[src/sv/jrr_pkg.sv]
// Shared types, constants and fixed-point helpers for the J2 radial return core.
package jrr_pkg;

   localparam int NUM_LANES = 6;
   localparam int NUM_DIAG = 3;
   localparam int CSR_ADDR_W = 4;
   localparam int SQRT_STEPS = 32;
   localparam logic [31:0] SQRT_TWO_THIRDS_Q32 = 32'd3506826112;

   typedef logic signed [31:0] q16_type;

   typedef enum logic [1:0] {
      REG_LAME_LAMBDA   = 2'd0,
      REG_SHEAR_MODULUS = 2'd1,
      REG_YIELD_STRESS  = 2'd2
   } csr_reg_type;

   // Step strobes from the sequencer, shared by all lanes
   typedef struct packed {
      logic load;
      logic mul1;
      logic rate;
      logic mul2;
      logic trial;
      logic dev;
      logic square;
      logic prep;
      logic div_go;
      logic commit;
   } lane_ctl_type;

   typedef struct packed {
      logic       mean_go;
      logic       acc_clr;
      logic       acc_en;
      logic [2:0] acc_sel;
      logic       root_go;
   } merge_ctl_type;

   typedef struct packed {
      logic mean_busy;
      logic root_busy;
   } merge_stat_type;

   // Saturate to signed 32 bits
   function automatic q16_type sat32(input logic signed [65:0] v);
      if (v > 66'sd2147483647) begin
         return 32'sh7FFFFFFF;
      end else if (v < -66'sd2147483648) begin
         return 32'sh80000000;
      end else begin
         return q16_type'(v[31:0]);
      end
   endfunction

   // Drop 16 fraction bits of a product, round half up, saturate
   function automatic q16_type mulq(input logic signed [65:0] p);
      logic signed [65:0] t;
      t = (p + 66'sd32768) >>> 16;
      return sat32(t);
   endfunction

endpackage

[src/sv/jrr_merge.sv]
// Lane merge: mean stress, deviator norm square root and yield radius.
module jrr_merge import jrr_pkg::*; (
   input  logic           clock,
   input  logic           reset,
   input  merge_ctl_type  ctl,
   input  q16_type        diag_trial [NUM_DIAG],
   input  logic [63:0]    lane_sq [NUM_LANES],
   input  logic [30:0]    yield_stress,
   output q16_type        mean,
   output logic [31:0]    norm,
   output logic [30:0]    k,
   output merge_stat_type stat
);

   // ceil(2^35 / 3), split in two halves so each multiply stays small
   localparam logic [16:0] RECIP_HI = 17'h1_5555;
   localparam logic [16:0] RECIP_LO = 17'h0_AAAB;

   logic signed [33:0] t3;
   logic [33:0]        t3_neg;
   logic [33:0]        x;
   logic [67:0]        recip_prod;
   logic signed [33:0] mv;

   logic               neg_ff, neg_in;
   logic [50:0]        pp_hi_ff, pp_hi_in;
   logic [50:0]        pp_lo_ff, pp_lo_in;
   logic [32:0]        mquo_ff, mquo_in;
   logic               mean_busy_ff, mean_busy_in;
   logic [30:0]        k_ff, k_in;
   logic [66:0]        acc_ff, acc_in;
   logic [64:0]        addend;
   logic [63:0]        v_ff, v_in;
   logic [63:0]        r_ff, r_in;
   logic [63:0]        b_ff, b_in;
   logic [5:0]         cnt_ff, cnt_in;
   logic               root_busy_ff, root_busy_in;
   logic [64:0]        rb;
   logic [63:0]        kp;

   // Mean: |t3| + 1 divided by three through a reciprocal multiply, sign restored
   always_comb begin
      t3 = 34'(diag_trial[0]) + 34'(diag_trial[1]) + 34'(diag_trial[2]);
      t3_neg = -t3;
      x = (t3[33] ? t3_neg : t3) + 34'd1;
      neg_in = ctl.mean_go ? t3[33] : neg_ff;
      pp_hi_in = ctl.mean_go ? (51'(x) * 51'(RECIP_HI)) : pp_hi_ff;
      pp_lo_in = ctl.mean_go ? (51'(x) * 51'(RECIP_LO)) : pp_lo_ff;
      mean_busy_in = ctl.mean_go;
      recip_prod = {pp_hi_ff, 17'b0} + 68'(pp_lo_ff);
      mquo_in = mean_busy_ff ? recip_prod[67:35] : mquo_ff;
      mv = neg_ff ? -$signed({1'b0, mquo_ff}) : $signed({1'b0, mquo_ff});
   end

   // Yield radius and the running sum of squares
   always_comb begin
      kp = 64'(yield_stress) * 64'(SQRT_TWO_THIRDS_Q32) + 64'h80000000;
      k_in = ctl.mean_go ? kp[62:32] : k_ff;
      addend = (ctl.acc_sel >= 3'(NUM_DIAG)) ? {lane_sq[ctl.acc_sel], 1'b0}
                                             : {1'b0, lane_sq[ctl.acc_sel]};
      acc_in = acc_ff;
      if (ctl.acc_clr) begin
         acc_in = '0;
      end else if (ctl.acc_en) begin
         acc_in = acc_ff + 67'(addend);
      end
   end

   // Integer square root, two radicand bits per step
   always_comb begin
      rb = 65'(r_ff) + 65'(b_ff);
      v_in = v_ff;
      r_in = r_ff;
      b_in = b_ff;
      cnt_in = cnt_ff;
      root_busy_in = root_busy_ff;
      if (ctl.root_go) begin
         v_in = (|acc_ff[66:64]) ? '1 : acc_ff[63:0];
         r_in = '0;
         b_in = 64'h4000_0000_0000_0000;
         cnt_in = 6'(SQRT_STEPS);
         root_busy_in = 1'b1;
      end else if (root_busy_ff) begin
         if (65'(v_ff) >= rb) begin
            v_in = v_ff - rb[63:0];
            r_in = (r_ff >> 1) + b_ff;
         end else begin
            r_in = r_ff >> 1;
         end
         b_in = b_ff >> 2;
         cnt_in = cnt_ff - 6'd1;
         root_busy_in = (cnt_ff != 6'd1);
      end
   end

   always_ff @(posedge clock) begin
      if (reset) begin
         cnt_ff <= '0;
         root_busy_ff <= 1'b0;
         mean_busy_ff <= 1'b0;
      end else begin
         cnt_ff <= cnt_in;
         root_busy_ff <= root_busy_in;
         mean_busy_ff <= mean_busy_in;
      end
      neg_ff <= neg_in;
      pp_hi_ff <= pp_hi_in;
      pp_lo_ff <= pp_lo_in;
      mquo_ff <= mquo_in;
      k_ff <= k_in;
      acc_ff <= acc_in;
      v_ff <= v_in;
      r_ff <= r_in;
      b_ff <= b_in;
   end

   assign mean = mv[31:0];
   assign norm = r_ff[31:0];
   assign k = k_ff;
   assign stat.mean_busy = mean_busy_ff;
   assign stat.root_busy = root_busy_ff;

endmodule

[config.mk]
export PLATFORM = sky130hd
export DESIGN_NAME = jrr_merge
export DESIGN_NICKNAME = d
export VERILOG_FILES = /design/src/sv/jrr_pkg.sv /design/src/sv/jrr_merge.sv
export SDC_FILE = /design/constraint.sdc
export NUM_CORES = 2
export LEC_CHECK = 0
export BUFFER_PORTS_ARGS = -buffer_cell sky130_fd_sc_hd__buf_2
export CAP_MARGIN = 20
export CORE_UTILIZATION = 29
export CTS_CLUSTER_DIAMETER = 100
export CTS_CLUSTER_SIZE = 30
export DETAILED_ROUTE_END_ITERATION = 10
export PLACE_DENSITY = 0.47
export SETUP_SLACK_MARGIN = 0.3
export SLEW_MARGIN = 40
export SYNTH_ARGS = -nofsm -noshare
export SYNTH_HDL_FRONTEND = slang
export SYNTH_SLANG_ARGS = --single-unit
[constraint.sdc]
create_clock -name clock -period 19.55 [get_ports clock]
set_clock_uncertainty 0.2 [all_clocks]
set_input_delay 2.9325 -clock clock [delete_from_list [all_inputs] [get_ports clock]]
set_output_delay 2.9325 -clock clock [all_outputs]
set_load 0.05 [all_outputs]
* Yosys cells after proc, flatten, opt, wreduce, memory -nomap -nowiden
Cells that the tools add are included.
W data, S select, Z words.
** Cells by class
- Reduce and logical (&&, ||, !) cells :: 5
- Add/sub/neg operators :: 12
- Mux-type cells :: 15
- Magnitude comparators :: 3
- Bitwise logic cells :: 1
- Multipliers :: 3
- Eq/ne operators :: 1
** Operators with widths (number)
- $mux W64 :: 7
- $bmux W64 S3 :: 1
- $add A67 B50 Y67 :: 1
- $add A67 B65 Y67 :: 1
- $add A64 B63 Y65 :: 1
- $ge A64 B65 Y1 :: 1
- $mux W65 :: 1
- $add A63 B63 Y64 :: 1
- $sub A64 B64 Y64 :: 1
- $add A63 B32 Y63 const B :: 1
- $mul A31 B25 Y56 const B :: 1
- $mul A34 B16 Y50 const B :: 1
- $mul A34 B17 Y50 const B :: 1
- $add A33 B32 Y34 :: 1
- $add A34 B1 Y34 const B :: 1
- $mux W34 :: 1
- $neg A34 Y34 :: 1
- $add A32 B32 Y33 :: 1
- $mux W32 :: 1
- $neg A32 Y32 :: 1
- $mux W6 :: 2
- $ne A6 B1 Y1 const B :: 1
- $sub A6 B1 Y6 const B :: 1
- $ge A4 B4 Y1 const B :: 1
- other kinds (7) :: 9
** Storage, ports and cells
- Output and inout bits :: 97
- Flip-flop bits (word level) :: 399
- Logic and storage cells :: 53

* Logic depth before layout (Yosys ltp)
- Depth in word-level cells :: 6
- Gate-level depth with buffers :: 46
- Depth with buffers taken out :: 44

* Least setup slack after synthesis
No wires, ideal clock.
- Path kind :: input port to flip-flop
- From :: in diag_trial[1] (netlist name)
- To :: reg pp_lo_ff[49], data pin
- Required time :: 19090 ps
- Setup slack :: 4792 ps
- Data arrival time :: 14299 ps
- Stages :: 45
- Cell sequence :: inv_1 fa_1 inv_1 ha_1 fa_1 a211o_1 a2111o_1 and2_1 a211o_1 o211ai_2 nand2_2 clkinv_2 clkbuf_1 clkbuf_1 nand2_1 o21ai_1 ha_1 nor3b_2 (+9 left out) fa_1 inv_1 fa_1 fa_1 inv_1 ha_1 a21o_1 a211o_1 a21o_1 a211oi_1 o21ai_0 o21ai_0 o21ai_0 o21ai_0 nor2_1 or3_1 a21oi_1 xnor2_1
** Between the ends
- Longest elaborated chain between the ends :: 5
** RTL lines
- start: declaration :: RTL line jrr_merge.sv:6 : input q16_type diag_trial [NUM_DIAG],
- $add A33 B32 Y34 * :: RTL line jrr_merge.sv:43 : t3 = 34'(diag_trial[0]) + 34'(diag_trial[1]) + 34'(diag_trial[2]);
- $neg A34 Y34 :: RTL line jrr_merge.sv:44 : t3_neg = -t3;
- $mux W34 * :: RTL line jrr_merge.sv:45 : x = (t3[33] ? t3_neg : t3) + 34'd1;
- $add A34 B1 Y34 * :: RTL line jrr_merge.sv:45
- $mul A34 B16 Y50 * :: RTL line jrr_merge.sv:48 : pp_lo_in = ctl.mean_go ? (51'(x) * 51'(RECIP_LO)) : pp_lo_ff;
- end signal: assignment :: RTL line jrr_merge.sv:108 : pp_lo_ff <= pp_lo_in;
- end: declaration :: RTL line jrr_merge.sv:27 : logic [50:0] pp_lo_ff, pp_lo_in;
Every way passes the cells marked *; elsewhere a longest branch is shown, timed or not.
A chain may end at the register's enable or synchronous reset.

* Worst setup path in the final report
Same ends and word-level chain as after synthesis.

==> results by group <==
Synthesis
  – Count leader, synth: inv_1
  – Multiplexer share of the synthesized area: 0.0518
  – EDFF count, synth: about 210
  – Mapped Nets: slightly below 9000
  – Area leader, netlist: fa_1
  – Largest family of logic cells by synthesized area: adder cells
  – Cells after synthesis: about 7000
  – Register area share after synthesis: 0.155
  – Dominant synthesized flop cell: edfxtp_1
  – Post-Syn Area: ~63000 um2
  – Synth top area cells: fa_1 (20%), ha_1 (16%), edfxtp_1 (10%)
  – List of most frequent post-synthesis cells: inv_1 (1122), ha_1 (827), fa_1 (613)
  – Synth top area share: 0.195
  – Library cells used by synthesis: around 100
  – Xor and xnor fraction of the mapped netlist area: 0.0689
  – Async SR Flop Fraction: 0
  – Yosys reg bits: 382
  – Synth Area in Simple Gates: 0.114
  – Synthesized-area fraction occupied by adder cells: 0.360
  – Post-synthesis compound-gate area fraction: 0.164
  – Syn. warnings: 0
  – Syn_area_per_cell: roughly 9.0 um2

Routing
  – # DRC: 0
  – DR iter-0 viols: between 3000 and 4000
  – Vias per cell: around 5
  – First drt pass iteration count: 6
  – Final wirelength: 223000 um
  – DR vias: just over 50000
  – Drt wl/cell: roughly 22 um
  – ANT nets after route: 0

Floorplan
  – Core Area: roughly 210000 um2
  – Die area: between 200000 and 250000 um2
  – Rows: 170
  – Initial core utilization: 0.292
  – # IOs: 617
  – Die X: roughly 470 um
  – Die Ht: approximately 470 um

Timing
  – Fin crit share: 0.794
  – Fin Setup TNS: 0 ps
  – Final slew viol count: 0
  – Hold WS: 307 ps
  – Achievable frequency: 64.4 MHz
  – Minimum clock period: between 15000 and 20000 ps
  – Final Setup Violations: 0
  – Slew @ Worst Pin: 883 ps
  – Final Hold Viols: 0
  – Unrepaired setup endpoints after global routing: no
  – Max transition margin: 0.404

Clocking
  – Total clock sinks: around 380
  – H-tree levels: 1
  – TritonCTS clock tree: built
  – Setup Buffers After CTS: 0
  – Skew-Pair Late Insertion Delay: around 630 ps
  – Clk slew on worst S/H paths: 110 ps
  – Clk buf depth: 3
  – Hold-fix buffers, CTS: 0
  – CTS root buf: clkbuf_16
  – TritonCTS Buffers: 27
  – # resized after CTS: 0

Global route
  – Largest net degree at the start of global routing: 83
  – Initial antenna violation count: 57
  – GRT Overall Usage: 0.202
  – Vias in the first global route: about 52000
  – First-pass GRT wire length: about 340000 um
  – Total gr overflow: 0

Setup path
  – Crit path kind: in -> reg
  – CP max stage delay: between 600 and 700 ps
  – Critical path data required time: about 20000 ps
  – Slowest CP cell: o21ai_0
  – Crit path arrival time: ~16000 ps
  – Worst-path maximum fanout: 36
  – CP top delay family: adder cells
  – CP startpoint kind: input pin
  – Crit end category: register
  – Worst Path Buf+Inv: 9

Layout
  – Post-layout nets: ~9400
  – Layout area overhead: 11.2%
  – Final Cell Area: approximately 70000 um2
  – Register area: a little under 10000 um2
  – Final core utilization: 0.325
  – Share of layout cells above drive strength 1: 0.121
  – Area of the multi-input gates: 47800 um2
  – # fillers: 22724

Placed design
  – Placed Area: 68700 um2
  – Gpl congestion: a little under 1
  – DP HPWL: 193000 um
  – Port Buffers: roughly 600

Run
  – Max Cap Violations: 0

Min path
  – Hold Path Class: reg -> reg

Run status
  – Status: finished clean
==> cell usage in the layout (no fill, tap or decap), types with 61 or more instances in the layout <==
master / count
a21oi_1: 387
nand4_1: 79
o21ai_0: 254
mux4_2: 61
inv_1: 1121
nand2_1: 340
fa_1: 613
ha_1: 827
a31oi_1: 84
and3_1: 62
xor2_1: 197
nor2_1: 464
dfxtp_1: 170
a21o_1: 178
nand2b_1: 73
edfxtp_1: 211
nor3_1: 70
buf_2: 610
o22ai_1: 72
xnor2_1: 286
nand3_1: 119
mux2i_1: 171
a211oi_1: 71
==> worst paths after layout <==
check                                    from           end  slack (ps)  cells past startpoint
worst min register to register     acc_ff[20]    acc_ff[20]         310                      2
worst min-delay path               acc_ff[20]    acc_ff[20]         310                      2
worst max-delay path            diag_trial[1]  pp_lo_ff[49]        4020                     45
worst max register to register       r_ff[24]      v_ff[49]       11380                     22
==> flip-flops by register name (all words and copies together), names as in the netlist <==
register and count:
neg_ff 1, cnt_ff 6, mean_busy_ff 1, b_ff 32, acc_ff 67, v_ff 64
root_busy_ff 1, r_ff 64, mquo_ff 32, k 31, pp_lo_ff 33, pp_hi_ff 50
==> worst reg2reg max path: cells and delay by family, from the launching register on <==
kind | cells | cell delay (ps)
AOI/OAI and AO/OA | 7 | 2250
adders and majority gates | 2 | 800
buffers and inverters | 3 | 1440
xor gates and xnor gates | 1 | 160
DFF | 1 | 440
and+or+nand+nor | 9 | 2450
==> layout make-up <==
cell class	instances	area share
multi-input cells	5205	0.684
well taps	2838	0.0508
diodes	12	0.000430
clock buffers	27	0.00967
clock inverters	22	0.00534
repair buffers	656	0.0491
inverters	1125	0.0604
flip-flops and latches	382	0.140
==> routing by layer <==
metal  part of all wire  global-route usage  up-vias
li1                   -                   -    24962
met1               0.48               0.285    25388
met2               0.47               0.342      996
met3              0.032              0.0146      162
met4              0.014              0.0257        8
met5            0.00017                   0        -
==> stage by stage <==
| stage | worst slack [ps] | instances |
|---|---|---|
| floorplan | 4790 | 6988 |
| global placement | 3430 | 10205 |
| detailed placement | 3310 | 10205 |
| CTS | 3990 | 10254 |
| global route | 3100 | 10258 |
| finish | 4020 | 10267 |
==> logic make-up after synthesis <==
group                      Yosys count
AOI/OAI and AO/OA                 1560
xor gates and xnor gates           493
adders and majority gates         1440
buffers and inverters             1401
DFF                                382
muxes                              247
and+or+nand+nor                   1465
Power is not shown: default switching activity piles up to over one toggle a cycle in this logic, so the estimate is an artifact.
